--- config.mk ---
export PLATFORM = sky130hd
export DESIGN_NAME = mcrx_ctrl
export DESIGN_NICKNAME = d
export VERILOG_FILES = /design/src/rtl/core/mcrx_pkg.sv /design/src/rtl/core/mcrx_ctrl.sv
export SDC_FILE = /design/constraint.sdc
export NUM_CORES = 1
export LEC_CHECK = 0
export BUFFER_PORTS_ARGS = -buffer_cell sky130_fd_sc_hd__buf_4
export CORE_MARGIN = 2
export CORE_UTILIZATION = 54
export DETAILED_ROUTE_END_ITERATION = 8
export PLACE_DENSITY = 0.78
export SYNTH_ARGS = -nofsm -noshare
export SYNTH_HDL_FRONTEND = slang
export SYNTH_SLANG_ARGS = --single-unit
--- constraint.sdc ---
create_clock -name clk -period 3 [get_ports clk]
set_input_delay 0 -clock clk [delete_from_list [all_inputs] [get_ports clk]]
set_output_delay 0 -clock clk [all_outputs]
set_load 0.1 [all_outputs]
--- src/rtl/core/mcrx_pkg.sv ---
// ----------------------------------------------------------------------------
// mcrx_pkg
// Constants and types shared by the receive demultiplexer queue modules.
// ----------------------------------------------------------------------------
`default_nettype none

package mcrx_pkg;

  // Block configuration.
  localparam int NUM_CORES     = 4;
  localparam int QUEUE_DEPTH   = 256;
  localparam int PAYLOAD_BYTES = 4;

  // Derived widths.
  localparam int CORE_W  = (NUM_CORES > 1) ? $clog2(NUM_CORES) : 1;
  localparam int PTR_W   = $clog2(QUEUE_DEPTH);
  localparam int PHASE_W = $clog2(PAYLOAD_BYTES + 1);
  localparam int MEM_DEPTH = NUM_CORES * QUEUE_DEPTH;
  localparam int ADDR_W  = $clog2(MEM_DEPTH);

  // Field widths of the stream beats.
  localparam int BYTE_W = 8;
  localparam int SEL_W  = 2;

  // Beat kinds carried on in_tuser.
  typedef enum logic {
    OP_RX_BYTE = 1'b0,
    OP_POP     = 1'b1
  } op_t;

  // Control from the queue controller to the store and the result stage.
  typedef struct packed {
    logic              mem_we;
    logic              mem_re;
    logic [ADDR_W-1:0] mem_addr;
    logic [BYTE_W-1:0] mem_wdata;
    logic              pop_hit;
    logic              hdr_err;
  } qctl_t;

endpackage

`default_nettype wire

--- src/rtl/core/mcrx_ctrl.sv ---
// ----------------------------------------------------------------------------
// mcrx_ctrl
// Frame tracking and per-core ring pointers; issues at most one store access for
// each accepted beat.
// ----------------------------------------------------------------------------
`default_nettype none

module mcrx_ctrl (
  input  wire                          clk,
  input  wire                          rst_n,
  input  wire                          accept,
  input  wire                          op,
  input  wire  [mcrx_pkg::BYTE_W-1:0]  rx_byte,
  input  wire  [mcrx_pkg::SEL_W-1:0]   core_sel,
  output mcrx_pkg::qctl_t              ctl
);
  import mcrx_pkg::*;

  logic [PHASE_W-1:0] phase_r, phase_nxt;
  logic [CORE_W-1:0]  core_r, core_nxt;
  logic               drop_r, drop_nxt;
  logic [PTR_W-1:0]   head_r [NUM_CORES];
  logic [PTR_W-1:0]   head_nxt [NUM_CORES];
  logic [PTR_W-1:0]   tail_r [NUM_CORES];
  logic [PTR_W-1:0]   tail_nxt [NUM_CORES];

  logic               is_pop;
  logic               sel_ok;
  logic               hdr_bad;
  logic               do_push;
  logic               do_pop;
  logic [CORE_W-1:0]  idx;
  logic [PTR_W-1:0]   head_cur;
  logic [PTR_W-1:0]   tail_cur;
  logic [PTR_W-1:0]   head_inc;
  logic [PTR_W-1:0]   tail_inc;
  logic [PTR_W-1:0]   ptr_sel;

  // Advance a ring pointer with wrap at the queue depth.
  function automatic logic [PTR_W-1:0] next_slot(input logic [PTR_W-1:0] p);
    logic [PTR_W-1:0] r;
    if (p == PTR_W'(QUEUE_DEPTH - 1)) begin
      r = '0;
    end else begin
      r = p + PTR_W'(1);
    end
    return r;
  endfunction

  // Decode the beat and pick the one queue it touches.
  always_comb begin
    is_pop   = (op == OP_POP);
    sel_ok   = ({{(BYTE_W - SEL_W){1'b0}}, core_sel} < BYTE_W'(NUM_CORES));
    hdr_bad  = (rx_byte >= BYTE_W'(NUM_CORES));
    idx      = is_pop ? CORE_W'(core_sel) : core_r;
    head_cur = head_r[idx];
    tail_cur = tail_r[idx];
    head_inc = next_slot(head_cur);
    tail_inc = next_slot(tail_cur);
    do_push  = accept && !is_pop && (phase_r != '0) && !drop_r;
    do_pop   = accept && is_pop && sel_ok && (head_cur != tail_cur);
    ptr_sel  = is_pop ? head_cur : tail_cur;
  end

  // Framing state: header first, then the payload bytes of the frame.
  always_comb begin
    phase_nxt = phase_r;
    core_nxt  = core_r;
    drop_nxt  = drop_r;
    if (accept && !is_pop) begin
      if (phase_r == '0) begin
        drop_nxt  = hdr_bad;
        core_nxt  = hdr_bad ? '0 : CORE_W'(rx_byte);
        phase_nxt = PHASE_W'(1);
      end else if (phase_r >= PHASE_W'(PAYLOAD_BYTES)) begin
        phase_nxt = '0;
      end else begin
        phase_nxt = phase_r + PHASE_W'(1);
      end
    end
  end

  // Pointer updates; a push onto a full queue drops its oldest byte.
  always_comb begin
    for (int i = 0; i < NUM_CORES; i++) begin
      head_nxt[i] = head_r[i];
      tail_nxt[i] = tail_r[i];
    end
    if (do_push) begin
      tail_nxt[idx] = tail_inc;
      if (tail_inc == head_cur) begin
        head_nxt[idx] = head_inc;
      end
    end else if (do_pop) begin
      head_nxt[idx] = head_inc;
    end
  end

  // Control state registers.
  always_ff @(posedge clk) begin
    if (!rst_n) begin
      phase_r <= '0;
      core_r  <= '0;
      drop_r  <= 1'b0;
      for (int i = 0; i < NUM_CORES; i++) begin
        head_r[i] <= '0;
        tail_r[i] <= '0;
      end
    end else begin
      phase_r <= phase_nxt;
      core_r  <= core_nxt;
      drop_r  <= drop_nxt;
      for (int i = 0; i < NUM_CORES; i++) begin
        head_r[i] <= head_nxt[i];
        tail_r[i] <= tail_nxt[i];
      end
    end
  end

  // Store access and flags for the result stage.
  always_comb begin
    ctl.mem_we    = do_push;
    ctl.mem_re    = do_pop;
    ctl.mem_addr  = ADDR_W'(idx) * ADDR_W'(QUEUE_DEPTH) + ADDR_W'(ptr_sel);
    ctl.mem_wdata = rx_byte;
    ctl.pop_hit   = do_pop;
    ctl.hdr_err   = accept && !is_pop && (phase_r == '0) && hdr_bad;
  end

endmodule

`default_nettype wire

==> metrics <==
vias per cell=6.05; Tot GR Track Use=0.286; Layout area overhead=24.0%; Yosys warning count=0; CP Class=reg -> reg; detailed-route wire length=11.8 mm; worst setup margin=-0.162 ns; Peak Freq=0.316 GHz; num ports=36; max-cap viol count=0; Post-synth ARST share=0; period utilization=1.05; worst-path maximum fanout=8; Syn Nets=454; vias in the first global route=3859; synth unique cells=55; RSZ-0062 raised after global routing=true; via count=3731; H-tree levels=3; worst min-delay path class=in -> reg; largest net degree at the start of global routing=79; part of the power in registers=0.500; share of layout cells above drive strength 1=0.307; worst relative slew slack=0.543; clk sinks=70; multi-input logic area=2690 sq um; hold_ws=0.0493 ns; dpl ws=-0.166 ns; maximum vdd drop=0.214 mV; compound-gate portion of the synthesized area=0.0926; Cells after Synth=436; Critical Path RT=3.27 ns; diode count=0; status=finished with violations; ranking of synthesized cells by area=dfxtp_1, mux2i_1, mux4_2, nand2_1, xnor2_1; Synth top area share=0.331; CTS tree=built; multiplexer share of the synthesized area=0.253; switching pwr=527 uW; Post-synth EDFFs=0; post-synthesis adder-cell area fraction=0.0118; Seq. cell area=1400 sq um; Synth Cell Area=4230 sq um; Int Power=1.35 mW; Main synth FF type=dfxtp_1; final max-slew violation count=0; post-synthesis xor/xnor area fraction=0.0680; first-pass GRT wire length=18.9 mm; Initial Util=0.553; simple-gate share of the synthesized area=0.193; Worst Setup End Kind=flop; leak pwr=1.99 nW; Root Driver=clkbuf_8; full die area=8560 sq um; # DRC=0; DR WL/cell=19.2 um; final hold violations=0; Cell Pwr Density=358 nW/um^2; clock-pin slew on the worst setup and hold paths=0.08 ns; core footprint=7650 sq um; Slew @ Worst Pin=0.685 ns; Comb pwr share=0.142; sw frac=0.281; failing checks=negative setup slack; CTS max path bufs=2; largest family of logic cells by synthesized area=multiplexers; arrival time at the worst endpoint=3.44 ns; DR pass1 iterations=5; initial antenna violation count=0; Layout Nets=528; largest area contributor in the netlist=dfxtp_1; min Tclk post-route=3.16 ns; fin area=5240 sq um; Seq cells post-synth=70; final setup fails=34; row count=32; DR iter-0 viols=316; clock power share=0.357; fillcell total=572; commonest cells after routing, fill and taps aside=buf_4, nand2_1, dfxtp_1; sequential area share after synthesis=0.331; Final Wtd Congestion=0.915; clk_skew=0.0120 ns; clock insertion delay at the later pin of the skew report=0.36 ns; DP HPWL=8.27 mm; Die Wd=92.5 um; Die Height=92.5 um; crit path launch type=flop; global route overflow=0; placed inst area=4830 sq um; CTS Buf Count=9; syn avg cell area=9.70 sq um; antenna-violating nets left=0; # port buffers=35; commonest non-fill, non-tap cell in the layout=buf_4
cells in the mapped netlist (3+ instances only):
cell type	count
a21boi_0	7
nor3_4	3
mux2_2	9
mux2i_1	57
a22oi_1	4
a21oi_1	4
inv_1	5
buf_2	4
nor4_1	3
mux4_2	15
buf_4	11
dfxtp_1	70
ha_1	4
xnor2_1	19
o211a_1	8
clkbuf_1	14
xor2_1	12
nor2b_1	23
nand2_1	75
nor3b_1	4
nor2_1	13
nand3_1	17
o21ai_0	7
nor3_1	8
metal layers:
| metal | wire (um) | vias to the layer above | global-route usage |
|---|---|---|---|
| met1 | 4820 | 1809 | 0.345 |
| met4 | 393 | 0 | 0.148 |
| met3 | 866 | 41 | 0.0610 |
| li1 | - | 1693 | - |
| met2 | 5740 | 188 | 0.479 |
| met5 | 0 | - | 0 |
final cells by class:
cell class	count	area share
clock buffer	12	0.0277
timing repair buffer	95	0.156
clock inverter	4	0.00430
multi-input combinational	327	0.514
inverter	7	0.00597
tap	102	0.0243
sequential	70	0.268
critical path, cell delays in order, from the launching register on:
cell and delay, ns:
dfxtp_1 0.33, mux2i_4 0.29, inv_4 0.10, buf_12 0.16, mux2i_1 0.16, mux2i_1 0.50
nor3_2 0.17, o41a_1 0.46, nand3_2 0.09, a41oi_4 0.19, nor3_4 0.21, buf_12 0.17
mux2i_2 0.24
logic make-up (layout without fill, tap and decap cells):
group                    Yosys count  count (layout)
AO/OA/AOI/OAI                     47              47
adder cells (fa/ha/maj)            4               4
flip-flops                        70              70
buffers and inverters             39             118
AND/OR/NAND/NOR                  160             160
XOR/XNOR                          32              32
multiplexers                      84              84
power groups by stage:
stage | Combinational [mW] | Clock [mW] | Sequential, mW
floorplan | 0.186 | 0 | 0.958
global placement | 0.241 | 0 | 0.959
detailed placement | 0.245 | 0 | 0.959
CTS | 0.255 | 0.684 | 0.938
global route | 0.278 | 0.716 | 0.938
finish | 0.267 | 0.670 | 0.938
metrics by stage:
| stage | std cells | util | TNS (ns) | total power, mW |
|---|---|---|---|---|
| 5_1_grt | 617 | 0.686 | -7.78 | 1.93 |
| 3_5_place_dp | 586 | 0.631 | -3.81 | 1.20 |
| 3_3_place_gp | 586 | 0.631 | -0.773 | 1.20 |
| 2_1_floorplan | 436 | - | -7.07 | 1.14 |
| 6_report | 617 | 0.686 | -3.36 | 1.87 |
| 4_1_cts | 613 | 0.672 | -1.90 | 1.88 |
flip-flops by register name (all words and copies together), names as in the netlist:
signal,cells
phase_r,3
drop_r,1
core_r,2
tail_r,32
head_r,32
path summary, 6_finish.rpt:
kind | to | depth (start not counted) | start | slack, ns
worst min register to register | head_r[2][3] | 2 | head_r[2][3] | 0.46
worst min-delay path | core_r[1] | 4 | rx_byte[2] | 0.05
worst max-delay path | head_r[0][5] | 12 | core_r[0] | -0.16
worst max register to register | head_r[0][5] | 12 | core_r[0] | -0.16
repair_timing:
item,in CTS,in global routing
endpoints found under the setup margin,32,34
pin swaps,8,3
endpoints found under the hold margin,2,0
buffers inserted,9,5
hold buffers,2,0
gates resized for setup,11,17
Note: power is estimated with default switching activity, not from simulation.
